$ cat config.mk
export PLATFORM = sky130hd
export DESIGN_NAME = delay_slot_branch_outcome_resolver
export DESIGN_NICKNAME = d
export VERILOG_FILES = /design/src/hw/rtl/dsbor_pkg.sv /design/src/hw/rtl/dsbor_decode.sv /design/src/hw/rtl/delay_slot_branch_outcome_resolver.sv
export SDC_FILE = /design/constraint.sdc
export NUM_CORES = 2
export LEC_CHECK = 0
export BUFFER_PORTS_ARGS = -buffer_cell sky130_fd_sc_hd__clkbuf_2
export CORE_AREA = 8 8 484 486
export DETAILED_ROUTE_END_ITERATION = 8
export DIE_AREA = 0 0 492 494
export PLACE_DENSITY_LB_ADDON = 0.3
export SYNTH_ARGS = -nofsm -noshare
export SYNTH_HDL_FRONTEND = slang
export SYNTH_SLANG_ARGS = --single-unit
$ cat constraint.sdc
create_clock -name clk -period 21 [get_ports clk]
set_input_delay 1.05 -clock clk [delete_from_list [all_inputs] [get_ports clk]]
set_output_delay 1.05 -clock clk [all_outputs]
set_load 0.01 [all_outputs]
$ cat src/hw/rtl/dsbor_pkg.sv
`default_nettype none

package dsbor_pkg;

    localparam int CORE_W      = 4;
    localparam int PC_W        = 64;
    localparam int OPCODE_W    = 32;
    localparam int DSBOR_CORES = 16;

    localparam int APB_ADDR_W = 3;
    localparam int APB_DATA_W = 32;

    // register index, taken from paddr[2]
    localparam logic REG_SPARC_DECODE_ON = 1'b0;

    // sparc v9 opcode fields
    localparam logic [1:0] OP_BRANCH   = 2'd0;
    localparam logic [1:0] OP_CALL     = 2'd1;
    localparam logic [1:0] OP_ARITH    = 2'd2;
    localparam logic [5:0] OP3_JMPL    = 6'h38;
    localparam logic [5:0] OP3_RETURN  = 6'h39;
    localparam int         ANNUL_BIT   = 29;

    // sparc v9 op2 encodings of format 2
    localparam logic [2:0] OP2_ILLTRAP = 3'd0;
    localparam logic [2:0] OP2_BPCC    = 3'd1;
    localparam logic [2:0] OP2_BICC    = 3'd2;
    localparam logic [2:0] OP2_BPR     = 3'd3;
    localparam logic [2:0] OP2_SETHI   = 3'd4;
    localparam logic [2:0] OP2_FBPFCC  = 3'd5;
    localparam logic [2:0] OP2_FBFCC   = 3'd6;
    localparam logic [2:0] OP2_RSVD    = 3'd7;

    localparam logic [PC_W-1:0] FALL_OFFSET = 64'd8;

    typedef enum logic [1:0] {
        BR_NONE   = 2'd0,
        BR_COND   = 2'd1,
        BR_UNCOND = 2'd2
    } br_type_t;

    typedef struct packed {
        br_type_t btype;
        logic     annul;
    } decode_t;

    typedef struct packed {
        br_type_t         btype;
        logic             annul;
        logic [PC_W-1:0]  addr;
    } slot_t;

    typedef struct packed {
        slot_t older;
        slot_t newer;
    } row_t;

    // input transaction payload, lowest field in the lowest bits
    typedef struct packed {
        logic                pad;
        logic                given_annul;
        logic [1:0]          given_type;
        logic [OPCODE_W-1:0] opcode;
        logic [PC_W-1:0]     pc;
        logic [CORE_W-1:0]   core;
    } item_t;

    // output transaction payload, lowest field in the lowest bits
    typedef struct packed {
        logic [6:0]        pad;
        logic [PC_W-1:0]   predict_pc;
        logic              predict_valid;
        logic [PC_W-1:0]   feedback_target;
        logic              feedback_taken;
        br_type_t          feedback_type;
        logic [PC_W-1:0]   feedback_pc;
        logic              feedback_valid;
        logic [CORE_W-1:0] core_out;
    } result_t;

    localparam int S_TDATA_W = $bits(item_t);
    localparam int M_TDATA_W = $bits(result_t);

endpackage

`default_nettype wire

$ cat src/hw/rtl/dsbor_decode.sv
`default_nettype none

module dsbor_decode
    import dsbor_pkg::*;
(
    input  wire logic                kind,
    input  wire logic                decode_on,
    input  wire logic [OPCODE_W-1:0] opcode,
    input  wire logic [1:0]          given_type,
    input  wire logic                given_annul,
    output decode_t                  dec
);

    logic [1:0] op;
    logic [2:0] op2;
    logic [5:0] op3;

    assign op  = opcode[31:30];
    assign op2 = opcode[24:22];
    assign op3 = opcode[24:19];

    always_comb
    begin
        dec = '{btype: BR_NONE, annul: 1'b0};
        if (kind)
        begin
            case (given_type)
                BR_COND:   dec.btype = BR_COND;
                BR_UNCOND: dec.btype = BR_UNCOND;
                default:   dec.btype = BR_NONE;
            endcase
            dec.annul = given_annul;
        end
        else if (decode_on)
        begin
            case (op)
                OP_BRANCH:
                begin
                    if (op2 inside {OP2_BPCC, OP2_BICC, OP2_BPR, OP2_FBPFCC, OP2_FBFCC})
                    begin
                        dec.btype = BR_COND;
                        dec.annul = opcode[ANNUL_BIT];
                    end
                end
                OP_CALL:
                begin
                    dec.btype = BR_UNCOND;
                end
                OP_ARITH:
                begin
                    if (op3 inside {OP3_JMPL, OP3_RETURN})
                    begin
                        dec.btype = BR_UNCOND;
                    end
                end
                default:
                begin
                    dec.btype = BR_NONE;
                end
            endcase
        end
    end

endmodule

`default_nettype wire

$ cat src/hw/rtl/delay_slot_branch_outcome_resolver.sv
// path: input is registered in stage 1, then in the output register driving m_tvalid
// throughput: one transaction per cycle unless m_tready stalls, set by the single
// per-core history read-modify-write (registered read, write-back forwarded to the next item)
// reset: rst_n asynchronous active low; clears all core histories through
// per-core valid bits at once, sets sparc_decode_on to 1, no clearing pass
`default_nettype none

module delay_slot_branch_outcome_resolver
    import dsbor_pkg::*;
#(
    parameter int CORES = DSBOR_CORES
)
(
    input  wire logic                  clk,
    input  wire logic                  rst_n,

    input  wire logic                  s_tvalid,
    output logic                       s_tready,
    // core, pc, opcode, given_type, given_annul, zero pad
    input  wire logic [S_TDATA_W-1:0]  s_tdata,
    // kind
    input  wire logic                  s_tuser,

    output logic                       m_tvalid,
    input  wire logic                  m_tready,
    // core_out, feedback_valid, feedback_pc, feedback_type, feedback_taken,
    // feedback_target, predict_valid, predict_pc, zero pad
    output logic [M_TDATA_W-1:0]       m_tdata,

    input  wire logic                  psel,
    input  wire logic                  penable,
    input  wire logic                  pwrite,
    input  wire logic [APB_ADDR_W-1:0] paddr,
    input  wire logic [APB_DATA_W-1:0] pwdata,
    output logic [APB_DATA_W-1:0]      prdata,
    output logic                       pready
);

    localparam int IDX_W = (CORES > 1) ? $clog2(CORES) : 1;
    localparam int EXT_W = CORE_W + IDX_W;

    logic          sparc_decode_on_reg;

    item_t         in_item;
    logic [EXT_W-1:0] in_core_ext;
    logic [IDX_W-1:0] in_idx;
    logic          in_range;
    logic          accept;

    logic          s1_valid_reg;
    logic          s1_kind_reg;
    item_t         s1_item_reg;
    row_t          s1_row_reg;
    logic          s1_row_valid_reg;
    logic [EXT_W-1:0] s1_core_ext;
    logic [IDX_W-1:0] s1_idx;
    logic          s1_in_range;
    logic          s1_fire;
    logic          s1_write;
    logic          forward;

    row_t          mem [CORES];
    logic [CORES-1:0] row_valid_reg;

    decode_t       dec;
    row_t          cur_row;
    row_t          row_next;
    logic [PC_W-1:0] fall;
    logic          taken;
    result_t       result_next;

    logic          out_valid_reg;
    result_t       out_data_reg;

    // configuration port
    assign pready = 1'b1;

    always_ff @(posedge clk or negedge rst_n)
    begin
        if (!rst_n)
        begin
            sparc_decode_on_reg <= 1'b1;
        end
        else if (psel && penable && pwrite && pready && (paddr[2] == REG_SPARC_DECODE_ON))
        begin
            sparc_decode_on_reg <= pwdata[0];
        end
    end

    always_comb
    begin
        prdata = '0;
        if (paddr[2] == REG_SPARC_DECODE_ON)
        begin
            prdata[0] = sparc_decode_on_reg;
        end
    end

    // input side
    assign in_item     = item_t'(s_tdata);
    assign in_core_ext = {{IDX_W{1'b0}}, in_item.core};
    assign in_idx      = in_core_ext[IDX_W-1:0];
    assign in_range    = in_core_ext < EXT_W'(CORES);

    assign s1_core_ext = {{IDX_W{1'b0}}, s1_item_reg.core};
    assign s1_idx      = s1_core_ext[IDX_W-1:0];
    assign s1_in_range = s1_core_ext < EXT_W'(CORES);

    assign s1_fire  = s1_valid_reg && (!out_valid_reg || m_tready);
    assign s_tready = !s1_valid_reg || s1_fire;
    assign accept   = s_tvalid && s_tready;
    assign s1_write = s1_fire && s1_in_range;
    assign forward  = s1_write && (s1_item_reg.core == in_item.core);

    always_ff @(posedge clk or negedge rst_n)
    begin
        if (!rst_n)
        begin
            s1_valid_reg <= 1'b0;
        end
        else if (s_tready)
        begin
            s1_valid_reg <= s_tvalid;
        end
    end

    always_ff @(posedge clk)
    begin
        if (accept)
        begin
            s1_kind_reg <= s_tuser;
            s1_item_reg <= in_item;
            if (forward)
            begin
                s1_row_reg       <= row_next;
                s1_row_valid_reg <= 1'b1;
            end
            else
            begin
                s1_row_reg       <= mem[in_idx];
                s1_row_valid_reg <= in_range ? row_valid_reg[in_idx] : 1'b0;
            end
        end
    end

    // per-core history
    always_ff @(posedge clk)
    begin
        if (s1_write)
        begin
            mem[s1_idx] <= row_next;
        end
    end

    always_ff @(posedge clk or negedge rst_n)
    begin
        if (!rst_n)
        begin
            row_valid_reg <= '0;
        end
        else if (s1_write)
        begin
            row_valid_reg[s1_idx] <= 1'b1;
        end
    end

    dsbor_decode u_decode (
        .kind        (s1_kind_reg),
        .decode_on   (sparc_decode_on_reg),
        .opcode      (s1_item_reg.opcode),
        .given_type  (s1_item_reg.given_type),
        .given_annul (s1_item_reg.given_annul),
        .dec         (dec)
    );

    // resolution
    always_comb
    begin
        cur_row = s1_row_valid_reg ? s1_row_reg : '0;
        fall    = cur_row.older.addr + FALL_OFFSET;
        taken   = 1'b1;
        if (cur_row.older.btype == BR_COND)
        begin
            taken = cur_row.older.annul ? (cur_row.newer.addr != fall)
                                        : (s1_item_reg.pc != fall);
        end

        row_next.older       = cur_row.newer;
        row_next.newer.btype = dec.btype;
        row_next.newer.annul = dec.annul;
        row_next.newer.addr  = s1_item_reg.pc;

        result_next          = '0;
        result_next.core_out = s1_item_reg.core;
        if (s1_in_range)
        begin
            if (cur_row.older.btype != BR_NONE)
            begin
                result_next.feedback_valid  = 1'b1;
                result_next.feedback_pc     = cur_row.older.addr;
                result_next.feedback_type   = cur_row.older.btype;
                result_next.feedback_taken  = taken;
                result_next.feedback_target = taken ? s1_item_reg.pc : '0;
            end
            if (dec.btype != BR_NONE)
            begin
                result_next.predict_valid = 1'b1;
                result_next.predict_pc    = s1_item_reg.pc;
            end
        end
    end

    // output register
    always_ff @(posedge clk or negedge rst_n)
    begin
        if (!rst_n)
        begin
            out_valid_reg <= 1'b0;
        end
        else if (!out_valid_reg || m_tready)
        begin
            out_valid_reg <= s1_valid_reg;
        end
    end

    always_ff @(posedge clk)
    begin
        if (s1_fire)
        begin
            out_data_reg <= result_next;
        end
    end

    assign m_tvalid = out_valid_reg;
    assign m_tdata  = out_data_reg;

`ifndef ASSERT_OFF
    a_stall_blocks_input: assert property (@(posedge clk) disable iff (!rst_n)
        (s1_valid_reg && out_valid_reg && !m_tready) |-> !s_tready)
        else $error("input taken while both stages are stalled");

    a_forward_marks_valid: assert property (@(posedge clk) disable iff (!rst_n)
        (accept && forward) |=> s1_row_valid_reg)
        else $error("forwarded history row not marked valid");

    a_target_only_taken: assert property (@(posedge clk) disable iff (!rst_n)
        (out_valid_reg && !out_data_reg.feedback_taken) |->
        (out_data_reg.feedback_target == '0))
        else $error("target present on a not-taken result");

    a_predict_pc_zero: assert property (@(posedge clk) disable iff (!rst_n)
        (out_valid_reg && !out_data_reg.predict_valid) |->
        (out_data_reg.predict_pc == '0))
        else $error("predict_pc set without a prediction request");
`endif

endmodule

`default_nettype wire

==> results.sh <==
export IMPL_power_uw=11600
export IMPL_cts_setup_buffers=0
export IMPL_synth_distinct_cells=66
export IMPL_hpwl_um=139000
export IMPL_worstPathRequired_ps=21630
export IMPL_wl_per_cell_um=31.1
export IMPL_period_share_pct=30.3
export IMPL_largest_reg_flops=2144
export IMPL_r2r_end="m_tdata[94]"
export IMPL_setup_tns_ps=0
export IMPL_synth_seq_area_share_pct=76.2
export IMPL_syn_cell_area_mm2=0.101
export IMPL_period_needed_ps=6360
export IMPL_port_buffers=292
export IMPL_endpoint_kind="register"
export IMPL_syn_to_final_growth_pct=13.9
export IMPL_worstSetupStartpoint="s1_row_valid_reg"
export IMPL_syn_inst=4729
export IMPL_ir_drop_mv=0.0551
export IMPL_cap_violations=0
export IMPL_grt_max_degree=136
export IMPL_max_slew_margin_pct=17.2
export IMPL_worstPathMaxFanout=55
export IMPL_root_buffer="clkbuf_16"
export IMPL_cts_buffer_depth=4
export IMPL_globalRouteOverflowTotal=0
export IMPL_drc=0
export IMPL_num_rows=175
export IMPL_io_pins=390
export IMPL_fin_worst_skew_ps=63.8
export IMPL_hold_path_class="input port to asynchronous set/reset pin"
export IMPL_grt_use_total_pct=21.0
export IMPL_routabilityCongestion=0.918
export IMPL_r2r_start="s1_row_valid_reg"
export IMPL_cts_clk_slew_worst_paths_ps=60
export IMPL_die_y_um=494
export IMPL_timing_hold_ws_ps=87.0
export IMPL_max_freq_ghz=0.157
export IMPL_holdBufCountCts=0
export IMPL_start_util_pct=44.8
export IMPL_yosysWarnings=0
export IMPL_layout_drive_gt1_share_pct=30.9
export IMPL_critPathLaunchType="register"
export IMPL_drt_pass1_iterations=6
export IMPL_crit_type="register to register"
export IMPL_grt_first_pass_wirelength_um=371000
export IMPL_cts_sinks=2579
export IMPL_htreeDepth=5
export IMPL_rr_worst_depth=14
export IMPL_p_per_area_mw_per_mm2=100
export IMPL_die_w_um=492
export IMPL_setup_viol=0
export IMPL_clk_latency_ps=940
export IMPL_tightestPinTransition_ps=1230
export IMPL_syn_area_per_cell_um2=21.5
export IMPL_grt_antenna_before_repair=13
export IMPL_finalMaxSlewViolations=0
export IMPL_ant_nets=0
export IMPL_vias_per_cell=6.04
export IMPL_final_nets=5336
export IMPL_drt_first_iter_violations=5957
export IMPL_cts_tree="yes"
export IMPL_async_flop_share_pct=0.737
export IMPL_outcome="finished, final reports clean"
export IMPL_power_leakage_uw=0.0373
export IMPL_cts_buffers=287
export IMPL_cp_arrival_ps=6990
export IMPL_synth_seq_cells=2579
export IMPL_synth_edff_count=2560
export IMPL_die_area_mm2=0.243
export IMPL_first_global_vias=51100
export IMPL_vias=50700
export IMPL_reg2reg_slack_ps=14640
export IMPL_wirelength_um=261000
export IMPL_core_mm2=0.226
export IMPL_ys_dominant_reg_cell="edfxtp_1"
export IMPL_grt_setup_unrepaired="no"
export IMPL_hold_viol=0
export IMPL_postCtsResizedCells=0
## cell type report
class	count	area, um^2
multi-input combinational	1875	23000
clock buffer	361	7650
tap	3009	3760
sequential	2579	77400
antenna	5	12.5
inverter	22	92.6
timing repair buffer	423	2630
fill	17700	111000
clock inverter	115	1000
## through the flow
step / setup WS (ps) / util [%] / instance area, um^2 / cells
finish: 14640 / 51.0 / 116000 / 8389
global route: 14390 / 51.0 / 116000 / 8384
CTS: 14780 / 51.0 / 116000 / 8384
detailed placement: 14070 / 47.2 / 107000 / 7908
global placement: 14090 / 47.2 / 107000 / 7908
floorplan: 5000 / - / 102000 / 4766
## worst max-delay path, cell delays in order (launching register included)
cell      delay, ps
edfxtp_1        550
buf_4           470
buf_4           600
and2_0          390
ha_1            310
nand3_1         160
nor4_1          840
nand3_1         350
or4_1           570
xnor2_1         140
a211o_1         270
nor4_1          350
nor4b_4         320
buf_4           520
nor2_1          120
## per-layer routing
metal / GRT usage [%] / up-vias / wire, um
met5: 0 / - / 0
met4: 6.12 / 0 / 7400
met3: 3.79 / 420 / 21400
met2: 35.2 / 2501 / 129000
met1: 28.5 / 27200 / 103000
li1: - / 20500 / -
## worst max-delay path by stage
stage               cells after the start                 to  slack [ps]
global placement                        9        mem[13][13]       14090
floorplan                               6  row_valid_reg[12]        5000
global route                           14       m_tdata[101]       14390
CTS                                     8        mem[15][22]       14780
finish                                 14        m_tdata[94]       14640
detailed placement                      9        mem[15][22]       14070
## where the power goes
part / total [uW] / internal (uW) / switching [uW]
sequential: 6010 / 5900 / 110
clock: 4700 / 2780 / 1920
combinational: 844 / 310 / 534
total: 11600 / 8990 / 2560
## kinds of logic (layout without fill, tap and decap cells)
logic type	after synthesis	in the layout	share of synthesized area, %
DFF	2579	2579	76.2
muxes	855	855	17.0
and+or+nand+nor	733	733	3.73
buffers and inverters	312	921	1.36
AOI/OAI and AO/OA	201	201	1.31
xor gates and xnor gates	46	46	0.397
other	2	44	0.00740
adders and majority gates	1	1	0.0123
## cells in the final DEF, fill, tap and decap left out, drive strengths merged, types with 33 or more instances in the layout
master  Yosys  routed
edfxtp   2560    2560
mux4      675     675
clkbuf    182     650
nor2      158     158
mux2      156     156
nand2     152     152
buf       108     134
and2      131     131
clkinv      0      87
o21ai      80      80
nor2b      60      60
nand3      55      55
conb        2      39
nand4      33      33
## cells in the mapped netlist, types with 25 or more instances
cell type,number,area (um^2)
a22oi_1,32,240
and2_1,129,807
buf_1,48,180
buf_4,40,300
clkbuf_1,182,683
edfxtp_1,2560,76900
mux2_2,156,1760
mux4_2,675,15200
nand2_1,152,571
nand3_1,55,275
nand4_1,32,200
nor2_1,158,593
nor2b_1,60,375
nor3_1,31,155
o21ai_0,80,400
xor2_1,25,219
No activity file was read; power rests on OpenSTA's default activity.
